`src/hw/rtl/assert_macros.svh`:
```
// assertion macros used by the top level rtl file
`ifndef ASSERT_MACROS_SVH
`define ASSERT_MACROS_SVH

// property checked on every clock edge outside reset
`define ASSERT_CLK(label, clk, rst_n, prop, msg) \
  label: assert property (@(posedge clk) disable iff (!rst_n) (prop)) else $error(msg);

// property that must never hold outside reset
`define ASSERT_NEVER(label, clk, rst_n, prop, msg) \
  label: assert property (@(posedge clk) disable iff (!rst_n) !(prop)) else $error(msg);

`endif

```
`src/hw/rtl/cura_ram.sv`:
```
// simple dual port ram, one write and one registered read port
module cura_ram #(
  parameter int unsigned Depth = 64,
  parameter int unsigned Width = 8,
  localparam int unsigned Aw = (Depth > 1) ? $clog2(Depth) : 1
) (
  input  logic             clk_i,
  input  logic             we_i,
  input  logic [Aw-1:0]    waddr_i,
  input  logic [Width-1:0] wdata_i,
  input  logic             re_i,
  input  logic [Aw-1:0]    raddr_i,
  output logic [Width-1:0] rdata_o
);

  logic [Width-1:0] mem [Depth];
  logic [Width-1:0] rdata_q;

  always_ff @(posedge clk_i) begin
    if (we_i) begin
      mem[waddr_i] <= wdata_i;
    end
  end

  always_ff @(posedge clk_i) begin
    if (re_i) begin
      rdata_q <= mem[raddr_i];
    end
  end

  assign rdata_o = rdata_q;

endmodule

```
`config.mk`:
```
export PLATFORM = sky130hd
export DESIGN_NAME = cura_ram
export DESIGN_NICKNAME = d
export VERILOG_FILES = /design/src/hw/rtl/assert_macros.svh /design/src/hw/rtl/cura_ram.sv
export SDC_FILE = /design/constraint.sdc
export NUM_CORES = 1
export LEC_CHECK = 0
export ABC_AREA = 1
export BUFFER_PORTS_ARGS = -buffer_cell sky130_fd_sc_hd__buf_2
export CAP_MARGIN = 30
export CORE_UTILIZATION = 63
export DETAILED_ROUTE_END_ITERATION = 8
export GPL_TIMING_DRIVEN = 0
export PLACE_DENSITY = 0.78
export SLEW_MARGIN = 20
export SYNTH_ARGS = -nofsm -noshare
export SYNTH_HDL_FRONTEND = slang
export SYNTH_SLANG_ARGS = --single-unit
```
`constraint.sdc`:
```
create_clock -name clk_i -period 2.8 [get_ports clk_i]
set_clock_uncertainty 0.05 [all_clocks]
set_input_delay 0.56 -clock clk_i [delete_from_list [all_inputs] [get_ports clk_i]]
set_output_delay 0.56 -clock clk_i [all_outputs]
set_load 0.1 [all_outputs]
```
==> impl_metrics.env <==
export IMPL_status="finished clean"
export IMPL_synth_common_cells="648 x nand2_1, 520 x edfxtp_1, 439 x nand3_1"
export IMPL_seq_area_frac_synth_pct=72.9
export IMPL_register_area_mm2=0.0156
export IMPL_p_leak_uw=0.00869
export IMPL_async_flop_share_pct=0
export IMPL_core_area_mm2=0.0335
export IMPL_critPathMaxFanout=9
export IMPL_syn_area_mm2=0.0214
export IMPL_vias_per_cell=6.28
export IMPL_synth_top_area_share_pct=72.9
export IMPL_gp_congestion=0.959
export IMPL_cts_tree="yes"
export IMPL_multi_input_comb_area_mm2=0.00500
export IMPL_cts_sinks=520
export IMPL_ys_ff_latch=520
export IMPL_fin_nets=1915
export IMPL_area_delta_synth_final_pct=11.6
export IMPL_drive_gt1_share_pct=10.4
export IMPL_ctsHoldBuffers=0
export IMPL_routed_wl_um=60200
export IMPL_holdPathEnd="rdata_o[0]$_DFFE_PP_"
export IMPL_die_h_um=186
export IMPL_critPathRequiredTime_ns=2.95
export IMPL_cp_end_kind="flop"
export IMPL_period_share_pct=93.1
export IMPL_drc=0
export IMPL_grt_use_total_pct=35.2
export IMPL_synth_avg_cell_area_um2=11.9
export IMPL_grt_pass1_wl_um=88700
export IMPL_startpoint_type="primary input"
export IMPL_synth_edf_count=520
export IMPL_htreeDepth=2
export IMPL_power_density_mw_per_mm2=700
export IMPL_grtUsageMet2_pct=54.0
export IMPL_row_count=67
export IMPL_hold_start="re_i"
export IMPL_synth_area_leaders="edfxtp_1 73%, nand2_1 11%, nand3_1 10%"
export IMPL_grt_overflow=0
export IMPL_chipWidth_um=186
export IMPL_dpl_worst_slack_ns=-0.355
export IMPL_via_count=14900
export IMPL_dp_hpwl_um=39400
export IMPL_synth_most_common_cell="nand2_1"
export IMPL_grt_busiest_layer="met2"
export IMPL_critPathKind="in -> reg"
export IMPL_clkTransAtPathRegs_ns=0.07
export IMPL_cap_violations=0
export IMPL_numCtsBuffers=50
export IMPL_fin_ws_ns=0.194
export IMPL_hold_viol_final=0
export IMPL_detailed_place_area_mm2=0.0222
export IMPL_ys_flop_type="edfxtp_1"
export IMPL_yosys_area_top_type="edfxtp_1"
export IMPL_hp_class="in -> reg"
export IMPL_cts_resized=0
export IMPL_insertion_delay_ns=0.58
export IMPL_fillerInstances=2301
export IMPL_relSlewSlack_pct=29.3
export IMPL_final_util_pct=71.3
export IMPL_worst_pin_slew_ns=1.06
export IMPL_timing_rr_end="rdata_o[6]$_DFFE_PP_"
export IMPL_antenna_found_initial=3
export IMPL_cts_buffer_depth=3
export IMPL_use_met3_pct=6.41
export IMPL_post_route_min_period_ns=2.61
export IMPL_top_level_ports=31
export IMPL_ys_types=15
export IMPL_whs_path_depth=1
export IMPL_r2r_start="mem[59][6]$_DFFE_PP_"
export IMPL_grt_pass1_vias=14100
export IMPL_root_buffer="clkbuf_16"
export IMPL_final_cell_area_mm2=0.0239
export IMPL_wl_per_cell_um=25.3
export IMPL_yosys_warnings=0
export IMPL_drv_slew=0
export IMPL_fmax_mhz=384
export IMPL_irDropWorstVdd_v=0.000511
export IMPL_finalSetupViolCount=0
export IMPL_start_util_pct=63.9
export IMPL_hold_ws_ns=0.332
export IMPL_rsz0062_at_grt="false"
export IMPL_post_cts_setup_buffers=0
export IMPL_io_buffer_count=22
export IMPL_grt_max_degree=65
export IMPL_worstPathArrival_ns=2.75
export IMPL_postSynthCellCount=1805
export IMPL_drtIter0Drc=2435
export IMPL_dieArea_mm2=0.0347
export IMPL_ant_nets=0
export IMPL_synth_nets=1828
export IMPL_r2r_slack_ns=1.12
export IMPL_r2r_cells=8
export IMPL_firstDrtPassIters=6
export IMPL_use_met1_pct=51.0
## power by group
part           leakage [uW]  total, uW  switching [uW]  internal (uW)
sequential          0.00469       8650            15.1           8630
combinational       0.00321       1230             931            294
clock              0.000791       6850            2890           3970
## sequential cells by signal, indices dropped and copies added, names as in the netlist
name and cells:
mem 512, rdata_o 8
## metrics by stage
| stage | power (uW) | TNS, ns | instances |
|---|---|---|---|
| global placement | 9970 | -24.56 | 2275 |
| detailed placement | 10000 | -45.97 | 2283 |
| CTS | 16700 | 0 | 2374 |
| floorplan | 9500 | 0 | 1805 |
| finish | 16700 | 0 | 2380 |
| global route | 17000 | 0 | 2380 |
## worst max path at each step
stage,start,end,slack [ns],depth (start not counted)
final,waddr_i[1],mem[25][7]$_DFFE_PP_,0.19,4
after global routing,waddr_i[0],mem[26][7]$_DFFE_PP_,0.24,4
after CTS,waddr_i[0],mem[24][7]$_DFFE_PP_,0.22,4
after detailed placement,waddr_i[0],mem[24][3]$_DFFE_PP_,-0.35,4
after global placement,waddr_i[1],mem[55][1]$_DFFE_PP_,-0.50,3
after floorplan,we_i,mem[48][0]$_DFFE_PP_,0.42,3
## cell families after synthesis
group	share of synthesized area (%)
buffers and inverters	4.01
flip-flops	72.9
AND/OR/NAND/NOR	23.1
## routing by layer
| metal | vias to the layer above | wire length, um |
|---|---|---|
| met1 | 7196 | 22500 |
| met4 | 0 | 2290 |
| met5 | - | 0 |
| met2 | 1063 | 27500 |
| li1 | 6536 | - |
| met3 | 154 | 7860 |
## layout by cell type, fill, tap and decap left out, drive strengths merged
| cell type | count |
|---|---|
| clkbuf | 72 |
| inv | 12 |
| nand2 | 648 |
| buf | 133 |
| clkinvlp | 4 |
| clkinv | 23 |
| diode | 1 |
| bufinv | 7 |
| edfxtp | 520 |
| nor2 | 56 |
| nor4 | 8 |
| nand4 | 9 |
| nand3 | 439 |
## worst max-delay path, stage by stage
cell and delay, ns:
clkbuf_1 0.22, inv_1 0.32, nand4_1 0.62, nor2_1 1.02
## area by class of cell
cell class              count  area share, %
flip-flops and latches    520           65.3
diodes                      1         0.0105
clock buffers              57           5.43
plain buffers             113           3.38
clock inverters            34           1.49
repair buffers             35          0.916
well taps                 448           2.34
inverters                  12          0.209
multi-input cells        1160           20.9
(Power assumes the default switching activity.)
